--- src/rtl/core/lftc_pkg.sv ---
// Package of types and constants shared by the LED fade toggle controller.
`default_nettype none

package lftc_pkg;

  localparam int unsigned STEP_W    = 16;
  localparam int unsigned TIMEOUT_W = 24;
  localparam int unsigned ELAPSED_W = 24;
  localparam int unsigned CMP_W     = 8;
  localparam int unsigned CFG_IDX_W = 2;

  localparam logic [ELAPSED_W-1:0] ELAPSED_MAX = {ELAPSED_W{1'b1}};

  // Register indexes of the configuration port.
  localparam logic [CFG_IDX_W-1:0] CFG_MANUAL_STEP = 2'd0;
  localparam logic [CFG_IDX_W-1:0] CFG_TIMED_STEP  = 2'd1;
  localparam logic [CFG_IDX_W-1:0] CFG_OFF_TIMEOUT = 2'd2;

  // Reset values of the configuration registers.
  localparam logic [STEP_W-1:0]    MANUAL_STEP_RST = 16'd19;
  localparam logic [STEP_W-1:0]    TIMED_STEP_RST  = 16'd14117;
  localparam logic [TIMEOUT_W-1:0] OFF_TIMEOUT_RST = 24'd14400000;

  typedef struct packed {
    logic tick;
    logic press;
  } in_t;

  typedef struct packed {
    logic [CMP_W-1:0] compare_level;
    logic             lamp_on;
    logic             fading;
  } out_t;

  typedef struct packed {
    logic [STEP_W-1:0]    manual_step_ms;
    logic [STEP_W-1:0]    timed_step_ms;
    logic [TIMEOUT_W-1:0] off_timeout_ms;
  } cfg_t;

endpackage

`default_nettype wire

--- src/rtl/core/lftc_cfg_regs.sv ---
// Configuration register bank of the LED fade toggle controller.
`default_nettype none

module lftc_cfg_regs
  import lftc_pkg::*;
(
  input  wire logic                 clk,
  input  wire logic                 rst_n,
  input  wire logic                 wr_en,
  input  wire logic [CFG_IDX_W-1:0] wr_index,
  input  wire logic [TIMEOUT_W-1:0] wr_data,
  output cfg_t                      cfg
);

  cfg_t cfg_r;

  always_ff @(posedge clk) begin
    if (!rst_n) begin
      cfg_r.manual_step_ms <= MANUAL_STEP_RST;
      cfg_r.timed_step_ms  <= TIMED_STEP_RST;
      cfg_r.off_timeout_ms <= OFF_TIMEOUT_RST;
    end else if (wr_en) begin
      unique case (wr_index)
        CFG_MANUAL_STEP: cfg_r.manual_step_ms <= wr_data[STEP_W-1:0];
        CFG_TIMED_STEP:  cfg_r.timed_step_ms  <= wr_data[STEP_W-1:0];
        CFG_OFF_TIMEOUT: cfg_r.off_timeout_ms <= wr_data;
        default: ;
      endcase
    end
  end

  assign cfg = cfg_r;

endmodule

`default_nettype wire

--- src/rtl/core/lftc_fade_core.sv ---
// Fade state registers and their single-pass next-state logic.
`default_nettype none

module lftc_fade_core
  import lftc_pkg::*;
#(
  parameter int unsigned LEVEL_MAX = 255
) (
  input  wire logic clk,
  input  wire logic rst_n,
  input  wire logic fire,
  input  wire in_t  item,
  input  wire cfg_t cfg,
  output out_t      result
);

  localparam int unsigned LVL_W = $clog2(LEVEL_MAX + 1);
  localparam logic [LVL_W-1:0] LVL_MAX = LVL_W'(LEVEL_MAX);

  logic [LVL_W-1:0]     level_r, level_nxt;
  logic                 settled_on_r, settled_on_nxt;
  logic                 in_fade_r, in_fade_nxt;
  logic                 fade_to_off_r, fade_to_off_nxt;
  logic                 slow_rate_r, slow_rate_nxt;
  logic [ELAPSED_W-1:0] elapsed_r, elapsed_nxt;
  logic                 counting_r, counting_nxt;

  logic [ELAPSED_W-1:0] elapsed_inc;
  logic [ELAPSED_W-1:0] elapsed_cnt;
  logic [STEP_W-1:0]    period;
  logic [LVL_W-1:0]     level_step;

  assign elapsed_inc = (elapsed_r == ELAPSED_MAX) ? elapsed_r : elapsed_r + 1'b1;
  assign period      = slow_rate_r ? cfg.timed_step_ms : cfg.manual_step_ms;

  always_comb begin
    level_nxt       = level_r;
    settled_on_nxt  = settled_on_r;
    in_fade_nxt     = in_fade_r;
    fade_to_off_nxt = fade_to_off_r;
    slow_rate_nxt   = slow_rate_r;
    elapsed_nxt     = elapsed_r;
    counting_nxt    = counting_r;
    elapsed_cnt     = elapsed_r;
    level_step      = level_r;

    if (in_fade_r) begin
      if (item.tick) begin
        elapsed_nxt = elapsed_inc;
        if (elapsed_inc >= ELAPSED_W'(period)) begin
          elapsed_nxt = '0;
          if (fade_to_off_r) begin
            if (level_r < LVL_MAX) level_step = level_r + 1'b1;
          end else begin
            if (level_r != '0) level_step = level_r - 1'b1;
          end
        end
        level_nxt = level_step;
        if (fade_to_off_r && (level_step >= LVL_MAX)) begin
          in_fade_nxt    = 1'b0;
          settled_on_nxt = 1'b0;
          elapsed_nxt    = '0;
        end else if (!fade_to_off_r && (level_step == '0)) begin
          in_fade_nxt    = 1'b0;
          settled_on_nxt = 1'b1;
          counting_nxt   = 1'b0;
        end
      end
    end else begin
      if (item.tick && counting_r) elapsed_cnt = elapsed_inc;
      elapsed_nxt = elapsed_cnt;
      priority if (item.press) begin
        in_fade_nxt     = 1'b1;
        fade_to_off_nxt = settled_on_r;
        slow_rate_nxt   = 1'b0;
        elapsed_nxt     = '0;
        counting_nxt    = 1'b1;
      end else if (!settled_on_r && counting_r && (elapsed_cnt >= cfg.off_timeout_ms)) begin
        in_fade_nxt     = 1'b1;
        fade_to_off_nxt = 1'b0;
        slow_rate_nxt   = 1'b1;
        elapsed_nxt     = '0;
        counting_nxt    = 1'b1;
      end else begin
        // Nothing starts a fade, so the settled state is kept.
      end
    end
  end

  always_ff @(posedge clk) begin
    if (!rst_n) begin
      level_r       <= '0;
      settled_on_r  <= 1'b1;
      in_fade_r     <= 1'b0;
      fade_to_off_r <= 1'b0;
      slow_rate_r   <= 1'b0;
      elapsed_r     <= '0;
      counting_r    <= 1'b0;
    end else if (fire) begin
      level_r       <= level_nxt;
      settled_on_r  <= settled_on_nxt;
      in_fade_r     <= in_fade_nxt;
      fade_to_off_r <= fade_to_off_nxt;
      slow_rate_r   <= slow_rate_nxt;
      elapsed_r     <= elapsed_nxt;
      counting_r    <= counting_nxt;
    end
  end

  assign result.compare_level = CMP_W'(level_nxt);
  assign result.lamp_on       = settled_on_nxt;
  assign result.fading        = in_fade_nxt;

`ifndef SYNTHESIS
  a_level_in_range: assert property (@(posedge clk) disable iff (!rst_n)
    level_r <= LVL_MAX) else $error("fade level beyond its maximum");

  a_idle_on_full: assert property (@(posedge clk) disable iff (!rst_n)
    (!in_fade_r && settled_on_r) |-> (level_r == '0))
    else $error("lamp settled on but level not zero");

  a_idle_off_dark: assert property (@(posedge clk) disable iff (!rst_n)
    (!in_fade_r && !settled_on_r) |-> (level_r == LVL_MAX))
    else $error("lamp settled off but level not at maximum");

  a_counting_idle_on: assert property (@(posedge clk) disable iff (!rst_n)
    !counting_r |-> (!in_fade_r && settled_on_r))
    else $error("counter stopped while fading or off");
`endif

endmodule

`default_nettype wire

--- src/rtl/core/led_fade_toggle_controller.sv ---
// Top level of the LED fade toggle controller: input and result registers.
// An accepted item waits in the input register, and its result is registered in the result
// register once that register is empty or being drained; out_valid then rises.
// Throughput: one transaction per cycle unless stalled; the whole state update is one pass of the fade core.
// Reset (rst_n, synchronous, active low): lamp settled on, compare level 0, no fade,
// counter cleared, configuration registers at their default values, both stages empty.
`default_nettype none

module led_fade_toggle_controller
  import lftc_pkg::*;
#(
  parameter int unsigned LEVEL_MAX = 255
) (
  input  wire logic                 clk,
  input  wire logic                 rst_n,
  // Input channel.
  input  wire logic                 in_valid,
  output logic                      in_stall,
  input  wire in_t                  in_data,
  // Result channel.
  output logic                      out_valid,
  input  wire logic                 out_stall,
  output out_t                      out_data,
  // Configuration write channel.
  input  wire logic                 cfg_valid,
  output logic                      cfg_ready,
  input  wire logic [CFG_IDX_W-1:0] cfg_index,
  input  wire logic [TIMEOUT_W-1:0] cfg_wdata
);

  // The input register holds one accepted transaction. It is processed by the
  // fade core, which updates the state, in the cycle in which the result
  // register can take its answer: that register is empty or being drained.
  logic  s1_valid_r;
  in_t   s1_data_r;
  logic  out_valid_r;
  out_t  out_data_r;
  logic  out_free;
  logic  s1_fire;
  logic  in_take;
  cfg_t  cfg;
  out_t  core_result;

  assign out_free = !out_valid_r || !out_stall;
  assign s1_fire  = s1_valid_r && out_free;
  // The input register may refill in the same cycle in which it is emptied.
  assign in_stall = s1_valid_r && !out_free;
  assign in_take  = in_valid && !in_stall;

  // Registers are always writable; software must write only while the block is idle, which the block does not enforce.
  assign cfg_ready = 1'b1;

  lftc_cfg_regs u_cfg_regs (
    .clk      (clk),
    .rst_n    (rst_n),
    .wr_en    (cfg_valid && cfg_ready),
    .wr_index (cfg_index),
    .wr_data  (cfg_wdata),
    .cfg      (cfg)
  );

  lftc_fade_core #(
    .LEVEL_MAX (LEVEL_MAX)
  ) u_fade_core (
    .clk    (clk),
    .rst_n  (rst_n),
    .fire   (s1_fire),
    .item   (s1_data_r),
    .cfg    (cfg),
    .result (core_result)
  );

  always_ff @(posedge clk) begin
    if (!rst_n) begin
      s1_valid_r <= 1'b0;
    end else if (in_take) begin
      s1_valid_r <= 1'b1;
    end else if (s1_fire) begin
      s1_valid_r <= 1'b0;
    end
  end

  always_ff @(posedge clk) begin
    if (in_take) begin
      s1_data_r <= in_data;
    end
  end

  always_ff @(posedge clk) begin
    if (!rst_n) begin
      out_valid_r <= 1'b0;
    end else if (out_free) begin
      out_valid_r <= s1_fire;
    end
  end

  always_ff @(posedge clk) begin
    if (s1_fire) begin
      out_data_r <= core_result;
    end
  end

  assign out_valid = out_valid_r;
  assign out_data  = out_data_r;

`ifndef SYNTHESIS
  a_stall_only_when_full: assert property (@(posedge clk) disable iff (!rst_n)
    in_stall |-> (s1_valid_r && out_valid_r))
    else $error("input stalled with room in the pipeline");

  a_fire_fills_output: assert property (@(posedge clk) disable iff (!rst_n)
    s1_fire |=> out_valid_r) else $error("processed transaction lost");

  a_held_result_stable: assert property (@(posedge clk) disable iff (!rst_n)
    (out_valid_r && out_stall) |=> $stable(out_data_r))
    else $error("stalled result changed");
`endif

endmodule

`default_nettype wire

--- config.mk ---
export PLATFORM = sky130hd
export DESIGN_NAME = led_fade_toggle_controller
export DESIGN_NICKNAME = d
export VERILOG_FILES = /design/src/rtl/core/lftc_pkg.sv /design/src/rtl/core/lftc_cfg_regs.sv /design/src/rtl/core/lftc_fade_core.sv /design/src/rtl/core/led_fade_toggle_controller.sv
export SDC_FILE = /design/constraint.sdc
export NUM_CORES = 1
export LEC_CHECK = 0
export BUFFER_PORTS_ARGS = -buffer_cell sky130_fd_sc_hd__buf_2
export CELL_PAD_IN_SITES_DETAIL_PLACEMENT = 0
export CELL_PAD_IN_SITES_GLOBAL_PLACEMENT = 1
export CORE_UTILIZATION = 46
export CTS_CLUSTER_SIZE = 12
export DETAILED_ROUTE_END_ITERATION = 7
export GPL_TIMING_DRIVEN = 0
export PLACE_DENSITY_LB_ADDON = 0.1
export SETUP_SLACK_MARGIN = 0.2
export SLEW_MARGIN = 20
export SYNTH_ARGS = -nofsm -noshare
export SYNTH_HDL_FRONTEND = slang
export SYNTH_SLANG_ARGS = --single-unit
--- constraint.sdc ---
create_clock -name clk -period 7.35 [get_ports clk]
set_input_delay 1.1025 -clock clk [delete_from_list [all_inputs] [get_ports clk]]
set_output_delay 1.1025 -clock clk [all_outputs]
set_load 0.01 [all_outputs]
==> impl_metrics.toml, run 1 <==
[cells_and_area]
area_delta_synth_final_pct = 11.1
nFillCells = 1422
nets = 982
drive_gt1_share_pct = 10.4
layout_common_cells = "154 x nand2_1, 95 x dfxtp_1, 69 x a21oi_1"
antennaDiodeCount = 0
seq_area_um2 = 2260
layout_commonest_cell = "nand2_1"
multi_input_area_um2 = 4110

[cts]
cts_tree = "done"
root_buffer = "clkbuf_16"
post_cts_buffers = 0
ctsLongestPathBuffers = 2
clk_pin_slew_ns = 0.07
cts_hold_buf = 0
cts_sinks = 107
cts_resized = 0
h-tree-depth = 3
clock_latency_ns = 0.36
cts_made_buffers = 9

[setup_path]
crit_family = "simple AND/OR/NAND/NOR gates"
crit_path_max_fanout = 10
crit_top_cell = "buf_2"
max_stage_delay_ns = 0.57
cp-end-kind = "flop"
cp_cell_sequence = "buf_2 > and4_1 > nand4_2 > or3_1 > clkbuf_1 > nand2b_1 > clkbuf_1 > nor3_1 > nand3_1 > xnor2_1 > ha_1 > a21o_1 > a21o_1 > a221o_1 > a21oi_1 > nand3_1 > or4_1 > buf_2 > a21oi_1 > or4_1 > buf_2 > a21oi_2 > a211oi_1"
crit_arrival_ns = 6.65
crit_type = "flop to flop"
crit_path_start_kind = "flop"
cp_num_buf_inv = 5
crit_required_ns = 7.62
crit_path_top_delay_cell = "or4_1"

[power_and_ir_drop]
p_int_uw = 917
p_clk_share_pct = 41.5
leakage_uw = 0.00308
pwr-share-comb_pct = 8.6
power_density_nw_per_um2 = 164
p_seq_share_pct = 49.9
vdd.ir_drop.worst_uv = 175
power.total_uw = 1230
swShare_pct = 25.4
switchingPower_uw = 312

[timing]
tightest_slew_ns = 1.02
period_minus_slack_ns = 6.39
tns_ns = 0
finalHoldViolations = 0
holdWs_ns = 0.456
fin_crit_sh_pct = 86.9
drv_slew = 0
rsz0062_at_grt = "no"
finalSetupViolations = 0
finClkSkew_ns = 0.00796
fmax_mhz = 157
max_slew_margin_pct = 31.1

[route]
vias = 6240
first_pass_iters = 5
viasPerCell = 5.72
wirelength_mm = 18.9
avgRoutedWirePerCell_um = 17.4
drcViolationCount = 0
antenna_left = 0
drt_iter0_drc = 540

[global_routing]
grt_usage_pct = 26.4
overflow = 0
grt_max_degree = 20
grt_pass1_vias = 6034
grt_pass1_wl_mm = 30.6
antenna_found_initial = 0

[yosys]
yosysTopAreaCell = "dfxtp_1"
avgSynthCellArea_um2 = 7.92
synth_top_area_share_pct = 28.2
ys.flop_type = "dfxtp_1"
synth_edf_count = 12
synthTopCellsByArea = "dfxtp_1 28%, nand2_1 8.6%, ha_1 8.2%"
syn-num-nets = 928
ys_warn_count = 0
syn_inst = 851
synth_area_um2 = 6740
ys_types = 77
synth_seq_area_share_pct = 33.5
async_flop_share_pct = 0
ys_ff_latch = 107

[floorplan]
core-area_um2 = 14100
fp.dieH_um = 123
die_w_um = 123
start_util_pct = 47.8
ios = 46
row_count = 43
die_area_um2 = 15100

[placement]
gp_congestion = 0.867
io_buffers = 43
hpwl_mm = 14.5

[status]
outcome = "finished clean"

[worst_hold_path]
hold_class = "flop to flop"

[flow_run]
max_cap_violations = 0
## Yosys cell counts (12+ instances only)
cell type	count
edfxtp_1	12
nand2_1	154
ha_1	44
a22oi_1	13
xor2_1	21
clkbuf_1	40
nor3_1	18
mux2i_1	22
nor2_1	60
a21o_1	15
nand3_1	48
inv_1	30
nand4_1	14
a21oi_1	69
o21ai_0	15
xnor2_1	21
o211ai_1	12
dfxtp_1	95
## path summary, 6_finish.rpt
| check | from | to | slack [ns] | cells past startpoint |
|---|---|---|---|---|
| worst max-delay path | u_fade_core.elapsed_r[16]$_SDFFE_PN0P_ | u_fade_core.elapsed_r[5]$_SDFFE_PN0P_ | 0.96 | 23 |
| worst min register to register | u_cfg_regs.cfg[49]$_SDFFE_PN0P_ | u_cfg_regs.cfg[49]$_SDFFE_PN0P_ | 0.46 | 2 |
| worst max register to register | u_fade_core.elapsed_r[16]$_SDFFE_PN0P_ | u_fade_core.elapsed_r[5]$_SDFFE_PN0P_ | 0.96 | 23 |
| worst min-delay path | u_cfg_regs.cfg[49]$_SDFFE_PN0P_ | u_cfg_regs.cfg[49]$_SDFFE_PN0P_ | 0.46 | 2 |
## registers in the layout (all words and copies together) (netlist names)
signal                     count
u_fade_core.slow_rate_r        1
out_valid                      1
s1_valid_r                     1
u_fade_core.in_fade_r          1
u_fade_core.fade_to_off_r      1
s1_data_r                      2
u_fade_core.settled_on_r       1
out_data                      10
u_fade_core.counting_r         1
u_fade_core.level_r            8
u_cfg_regs.cfg                56
u_fade_core.elapsed_r         24
## logic make-up after synthesis
family,after synthesis,synth area share [%]
simple gates,356,24.8
compound gates,180,17.8
flops,107,33.5
buf+inv,91,5.51
fa+ha+maj,44,8.16
xor+xnor,42,5.46
mux,30,4.60
other cells,1,0.0556
## area by class of cell
class / instances / share of cell area [%]
Clock buffer: 11 / 3.24
Sequential cell: 107 / 30.2
Buffer: 60 / 3.41
Tap cell: 180 / 3.01
Inverter: 31 / 1.55
Timing Repair Buffer: 43 / 2.87
Clock inverter: 5 / 0.835
Multi-Input combinational cell: 653 / 54.9
## metrics by stage
| stage | setup slack [ns] | area (um^2) | util [%] | cells |
|---|---|---|---|---|
| floorplan | 2.08 | 6740 | - | 851 |
| detailed placement | 1.06 | 7180 | 51.0 | 1074 |
| global placement | 1.19 | 7180 | 51.0 | 1074 |
| global route | 0.446 | 7490 | 53.1 | 1090 |
| finish | 0.961 | 7490 | 53.1 | 1090 |
| CTS | 1.02 | 7490 | 53.1 | 1090 |
## power by group through the flow
stage / Clock (uW) / Sequential [uW] / Combinational [uW]
after floorplan: 0 / 626 / 63.7
after global placement: 0 / 627 / 102
after detailed placement: 0 / 627 / 105
after CTS: 516 / 613 / 105
after global routing: 539 / 615 / 117
final: 511 / 613 / 105
## routing by layer
metal  vias to the layer above  global-route usage, %  routed length [um]
met5                         -                      0                   0
met4                         0                   11.4                 556
met3                        36                   3.60                 652
met2                       137                   45.1                9050
met1                      2957                   33.3                8650
li1                       3110                      -                   -
## worst min-delay path: stages, from the launching register on
cell and delay, ns:
dfxtp_1 0.31, nand2_1 0.05, a21oi_1 0.05
No activity file was read; power rests on OpenSTA's default activity.
==> run 2, diff against run 1 <==
--- a/config.mk
+++ b/config.mk
@@ -6,13 +6,14 @@
 export NUM_CORES = 1
 export LEC_CHECK = 0
 export BUFFER_PORTS_ARGS = -buffer_cell sky130_fd_sc_hd__buf_2
+export CAP_MARGIN = 25
 export CELL_PAD_IN_SITES_DETAIL_PLACEMENT = 0
 export CELL_PAD_IN_SITES_GLOBAL_PLACEMENT = 1
 export CORE_UTILIZATION = 46
 export CTS_CLUSTER_SIZE = 12
 export DETAILED_ROUTE_END_ITERATION = 7
 export GPL_TIMING_DRIVEN = 0
-export PLACE_DENSITY_LB_ADDON = 0.1
+export PLACE_DENSITY = 0.85
 export SETUP_SLACK_MARGIN = 0.2
 export SLEW_MARGIN = 20
 export SYNTH_ARGS = -nofsm -noshare
==> run 2 against run 1 <==
Clock skew down 0.00083 ns. Global-route usage down 0.63 points. Via count fell by 1.5%. Critical path depth rose by 1. Worst setup slack gained 0.14 ns. Non-clock buffer count up 1. Clock-buffer cell count increased by 1. Core utilization increased by 0.34 points. Sequential share of layout area is 0.19 points lower. Register-to-register slack better by 0.14 ns.
==> impl_metrics.toml, run 2 (synthesis gave the netlist of run 1 again) <==
[status]
outcome = "finished clean"

[floorplan]
fp.dieH_um = 123
die_w_um = 123
start_util_pct = 47.8
die_area_um2 = 15100
row_count = 43
ios = 46
core-area_um2 = 14100

[route]
avgRoutedWirePerCell_um = 16.6
first_pass_iters = 5
antenna_left = 0
viasPerCell = 5.64
drcViolationCount = 0
drt_iter0_drc = 441
vias = 6148
wirelength_mm = 18.1

[power_and_ir_drop]
leakage_uw = 0.00312
power_density_nw_per_um2 = 169
vdd.ir_drop.worst_uv = 165

[timing]
max_slew_margin_pct = 40.1
drv_slew = 0
fmax_mhz = 160
tightest_slew_ns = 0.897
holdWs_ns = 0.455
finalHoldViolations = 0
tns_ns = 0
finalSetupViolations = 0
period_minus_slack_ns = 6.25
rsz0062_at_grt = "no"
finClkSkew_ns = 0.00713
fin_crit_sh_pct = 85.1

[global_routing]
use_met1_pct = 32.8
grt_use_met3_pct = 3.64
grt_max_degree = 20
grt_usage_pct = 25.8
grt_pass1_vias = 6033
grt_pass1_wl_mm = 30.2
overflow = 0
antenna_found_initial = 0
met2_usage_pct = 44.8
grt-busiest-layer = "met2"

[cells_and_area]
layout_common_cells = "154 x nand2_1, 95 x dfxtp_1, 69 x a21oi_1"
multi_input_area_um2 = 4110
nets = 983
largest_register_ffs = 56
area_delta_synth_final_pct = 11.8
antennaDiodeCount = 0
drive_gt1_share_pct = 10.5
layout_commonest_cell = "nand2_1"
seq_area_um2 = 2260
nFillCells = 1394
utilization_pct = 53.5

[setup_path]
crit_path_start_kind = "flop"
max_stage_delay_ns = 0.57
crit_path_top_delay_cell = "or4_1"
cp-end-kind = "flop"
cp_cell_sequence = "ha_1 > nand3_1 > or3_4 > or3_1 > clkbuf_1 > nand2b_1 > clkbuf_1 > nor2_1 > nand3_1 > nor2_1 > xor2_1 > ha_1 > nand4_1 > nor2_1 > a221o_1 > a21oi_1 > nand3_1 > or4_1 > buf_2 > a21oi_1 > or4_1 > buf_2 > a21oi_2 > a211oi_1"
crit_type = "flop to flop"
crit_required_ns = 7.62
crit_arrival_ns = 6.52
crit_path_max_fanout = 10

[placement]
gp_congestion = 0.854
hpwl_mm = 13.6
io_buffers = 43

[cts]
clk_pin_slew_ns = 0.07
clock_latency_ns = 0.36
cts_tree = "done"
cts_made_buffers = 9
cts_sinks = 107
post_cts_buffers = 0
ctsLongestPathBuffers = 2
cts_resized = 0
root_buffer = "clkbuf_16"
h-tree-depth = 3
cts_hold_buf = 0

[flow_run]
max_cap_violations = 0

[worst_hold_path]
hold_class = "flop to flop"
## run 2: changes by cell type in the layout (fill, tap and decap cells not counted)
cell / previous run / this run
clkbuf_16: 9 / 12
clkinvlp_4: 2 / 0
clkbuf_1: 41 / 40
clkbuf_2: 1 / 2
clkbuf_8: 1 / 0
## run 2: through the flow
| stage | cell area (um^2) | worst slack [ns] | total power [uW] | std cells |
|---|---|---|---|---|
| floorplan | 6740 | 2.08 | 690 | 851 |
| global placement | 7180 | 1.18 | 730 | 1074 |
| detailed placement | 7180 | 1.18 | 731 | 1074 |
| CTS | 7530 | 1.12 | 1280 | 1089 |
| global route | 7540 | 0.618 | 1320 | 1090 |
| finish | 7540 | 1.10 | 1270 | 1090 |
## run 2: critical path: cells and delay by family (launching register included)
kind            cells  cell delay [ns]
simple gates       12             2.61
compound gates      5             1.32
buf+inv             4             1.04
fa+ha+maj           2             0.50
flops               1             0.45
xor+xnor            1             0.22
## run 2: worst paths after layout
check | cells past startpoint | startpoint | slack [ns] | endpoint
max | 24 | u_fade_core.elapsed_r[0]$_SDFFE_PN0P_ | 1.10 | u_fade_core.elapsed_r[5]$_SDFFE_PN0P_
min | 2 | u_cfg_regs.cfg[35]$_SDFFE_PN0P_ | 0.45 | u_cfg_regs.cfg[35]$_SDFFE_PN0P_
max reg2reg | 24 | u_fade_core.elapsed_r[0]$_SDFFE_PN0P_ | 1.10 | u_fade_core.elapsed_r[5]$_SDFFE_PN0P_
min reg2reg | 2 | u_cfg_regs.cfg[35]$_SDFFE_PN0P_ | 0.45 | u_cfg_regs.cfg[35]$_SDFFE_PN0P_
## run 2: routing by layer
metal / vias to the layer above / share of wire, % / wire [um]
met4: 0 / 1.8 / 321
li1: 3108 / - / -
met1: 2884 / 46 / 8340
met2: 137 / 49 / 8800
met5: - / 0 / 0
met3: 19 / 3.7 / 679
## run 2: where the power goes
| group | switching [uW] | internal [uW] | total (uW) |
|---|---|---|---|
| Clock | 230 | 327 | 556 |
| Combinational | 68.3 | 35.3 | 104 |
| Sequential | 7.66 | 606 | 613 |
## run 2: final cells by class
class,count,area share [%]
buffer,60,3.39
multi-input combinational,653,54.5
clock inverter,3,0.631
sequential,107,30.0
timing repair buffer,44,2.92
clock buffer,12,3.98
tap,180,2.99
inverter,31,1.54
==> run 3, diff against run 2 <==
--- a/config.mk
+++ b/config.mk
@@ -9,13 +9,15 @@
 export CAP_MARGIN = 25
 export CELL_PAD_IN_SITES_DETAIL_PLACEMENT = 0
 export CELL_PAD_IN_SITES_GLOBAL_PLACEMENT = 1
-export CORE_UTILIZATION = 46
+export CORE_UTILIZATION = 49
+export CTS_BUF_LIST = sky130_fd_sc_hd__clkbuf_8
 export CTS_CLUSTER_SIZE = 12
 export DETAILED_ROUTE_END_ITERATION = 7
 export GPL_TIMING_DRIVEN = 0
-export PLACE_DENSITY = 0.85
+export PLACE_DENSITY = 0.88
 export SETUP_SLACK_MARGIN = 0.2
 export SLEW_MARGIN = 20
 export SYNTH_ARGS = -nofsm -noshare
 export SYNTH_HDL_FRONTEND = slang
+export SYNTH_HIERARCHICAL = 1
 export SYNTH_SLANG_ARGS = --single-unit
==> run 3 against run 2 <==
Area after synthesis is 11% higher. Clock power is 31% lower. Worst hold slack better by 0.0080 ns. Sequential share of layout area is 2.1 points lower. Largest power group unchanged. Core utilization is 1.7 points higher. Fmax is 8.2% higher. Power is 3.1% lower. Non-clock buffer count is 3 higher. Clock-buffer cell count is 3 lower. Worst setup slack better by 0.47 ns. Critical path depth is 7 lower. Highest routed layer unchanged. Combinational power is 120% higher.
==> impl_metrics.toml, run 3 <==
[status]
outcome = "finished clean"

[worst_hold_path]
hold_class = "flop to flop"

[floorplan]
die_area_um2 = 15700
ios = 46
core-area_um2 = 14700
row_count = 44
fp.dieH_um = 125
start_util_pct = 50.8
die_w_um = 125

[yosys]
synthAdderAreaFrac_pct = 7.38
synth_top_area_share_pct = 25.5
async_flop_share_pct = 0
synth_common_cells = "107 x nand2_1, 95 x dfxtp_1, 65 x mux2i_1"
synth_seq_area_share_pct = 30.3
synth-compound-area-share_pct = 15.9
syn-num-nets = 957
synthXorXnorAreaFrac_pct = 5.17
synth_edf_count = 12
ys.flop_type = "dfxtp_1"
synthTopCellsByArea = "dfxtp_1 25%, mux2i_1 8.7%, ha_1 7.4%"
synthSimpleGateAreaFrac_pct = 23.7
avgSynthCellArea_um2 = 8.48
ys_types = 87
synth_area_um2 = 7460
ys_warn_count = 6
ys_ff_latch = 107
syn_inst = 880
synth_most_common_cell = "nand2_1"
yosysTopAreaCell = "dfxtp_1"
synth.area.mux_share_pct = 9.48
synth_top_family_by_area = "simple AND/OR/NAND/NOR gates"

[placement]
io_buffers = 41
place_area_um2 = 7910
hpwl_mm = 15.2
gp_congestion = 0.941
dp_slack_ns = 1.72

[cts]
cts_resized = 0
cts_hold_buf = 0
h-tree-depth = 3
cts_tree = "done"
cts_sinks = 107
ctsLongestPathBuffers = 2
cts_made_buffers = 9
clock_latency_ns = 0.39
root_buffer = "clkbuf_8"
clk_pin_slew_ns = 0.11
post_cts_buffers = 0

[setup_path]
crit_family = "simple AND/OR/NAND/NOR gates"
crit_type = "flop to flop"
max_stage_delay_ns = 0.63
crit_top_cell = "clkbuf_1"
crit_required_ns = 7.52
crit_path_top_delay_cell = "or4_4"
r2r_slack_ns = 1.57
cp-end-kind = "flop"
crit_path_start_kind = "flop"
cp_num_buf_inv = 3
crit_path_max_fanout = 10
crit_arrival_ns = 5.94
cp_cell_sequence = "nand4_1 > or4_4 > or3_2 > clkbuf_1 > nand2_1 > nor2_1 > xor2_1 > ha_1 > a21o_1 > a31oi_1 > o21ai_0 > o41ai_1 > a311oi_1 > nor3_1 > clkbuf_1 > a211oi_1 > buf_4"

[flow_run]
max_cap_violations = 0

[cells_and_area]
nFillCells = 1423
largest_register_ffs = 56
nets = 1011
layout_common_cells = "107 x nand2_1, 95 x dfxtp_1, 65 x mux2i_1"
utilization_pct = 55.2
area_delta_synth_final_pct = 8.70
drive_gt1_share_pct = 13.0
antennaDiodeCount = 0
layout_commonest_cell = "nand2_1"
final_area_um2 = 8110

[timing]
rsz0062_at_grt = "no"
fin_ws_ns = 1.57
max_slew_margin_pct = 40.0
tightest_slew_ns = 0.899
finalSetupViolations = 0
fmax_mhz = 173
tns_ns = 0
finClkSkew_ns = 0.00803
finalHoldViolations = 0
period_minus_slack_ns = 5.78
drv_slew = 0
fin_crit_sh_pct = 78.6

[route]
vias = 6596
first_pass_iters = 8
antenna_left = 0
avgRoutedWirePerCell_um = 18.0
drcViolationCount = 0
drt_iter0_drc = 451
wirelength_mm = 20.3
viasPerCell = 5.87

[power_and_ir_drop]
leakage_uw = 0.00330
power_density_nw_per_um2 = 152
vdd.ir_drop.worst_uv = 118

[global_routing]
grt_pass1_wl_mm = 33.1
grt_max_degree = 19
overflow = 0
antenna_found_initial = 0
grt_usage_pct = 26.6
grt_pass1_vias = 6422
-- run 3: cell types whose count changed after synthesis, moves of 8 or more --
cell      before  now
nor2_1        60   42
nor2b_1        4   18
nand4b_1       3   13
nand3_1       48   35
mux2i_1       22   65
a21o_1        15    6
inv_1         30   49
nand2_1      154  107
a22oi_1       13    5
a21oi_1       69   37
o21ai_0       15   36
-- run 3: worst paths after layout --
check                                               from                         endpoint  cells after the start
hold / removal           u_cfg_regs/cfg[38]$_SDFFE_PN0P_  u_cfg_regs/cfg[38]$_SDFFE_PN0P_                      2
hold reg to reg          u_cfg_regs/cfg[38]$_SDFFE_PN0P_  u_cfg_regs/cfg[38]$_SDFFE_PN0P_                      2
setup reg to reg  u_fade_core/elapsed_r[14]$_SDFFE_PN0P_            out_data[0]$_DFFE_PP_                     17
setup / recovery  u_fade_core/elapsed_r[14]$_SDFFE_PN0P_            out_data[0]$_DFFE_PP_                     17
-- run 3: where the power goes --
group | switching, uW | internal (uW) | leakage, uW
Sequential | 14.5 | 612 | 0.000885
Clock | 221 | 161 | 0.000103
Combinational | 138 | 87.7 | 0.00231
-- run 3: through the flow --
stage | cells | hold slack, ns | power (uW)
after floorplan | 880 | 0.434 | 794
after global placement | 1105 | 0.442 | 859
after detailed placement | 1107 | 0.449 | 862
after CTS | 1123 | 0.464 | 1240
after global routing | 1123 | 0.488 | 1290
final | 1123 | 0.463 | 1230
-- run 3: worst min-delay path: stages, from the launching register on --
cell	delay (ns)
dfxtp_1	0.32
nand2_1	0.05
mux2i_1	0.05
-- run 3: cell type report --
class                      instances  area [um^2]  area share, %
multi-input combinational        658         4600           56.7
sequential                       107         2260           27.9
buffer                            64          409           5.04
timing repair buffer              43          215           2.65
tap                              184          230           2.84
inverter                          51          191           2.36
clock buffer                       9          124           1.53
clock inverter                     7         76.3          0.941
-- run 3: cell families after synthesis --
kind of cell	count (synthesis)
AO/OA/AOI/OAI	171
XOR/XNOR	44
adder cells (fa/ha/maj)	44
buffers and inverters	115
flip-flops	107
multiplexers	70
other	1
AND/OR/NAND/NOR	328
-- run 3: metal layers --
layer	up-vias	track usage (%)	part of all wire, %	wire length, um
met3	44	3.17	4.0	809
met4	0	12.0	2.8	572
li1	3263	-	-	-
met5	-	0	0	0
met1	3106	33.3	45	9060
met2	183	45.8	48	9810
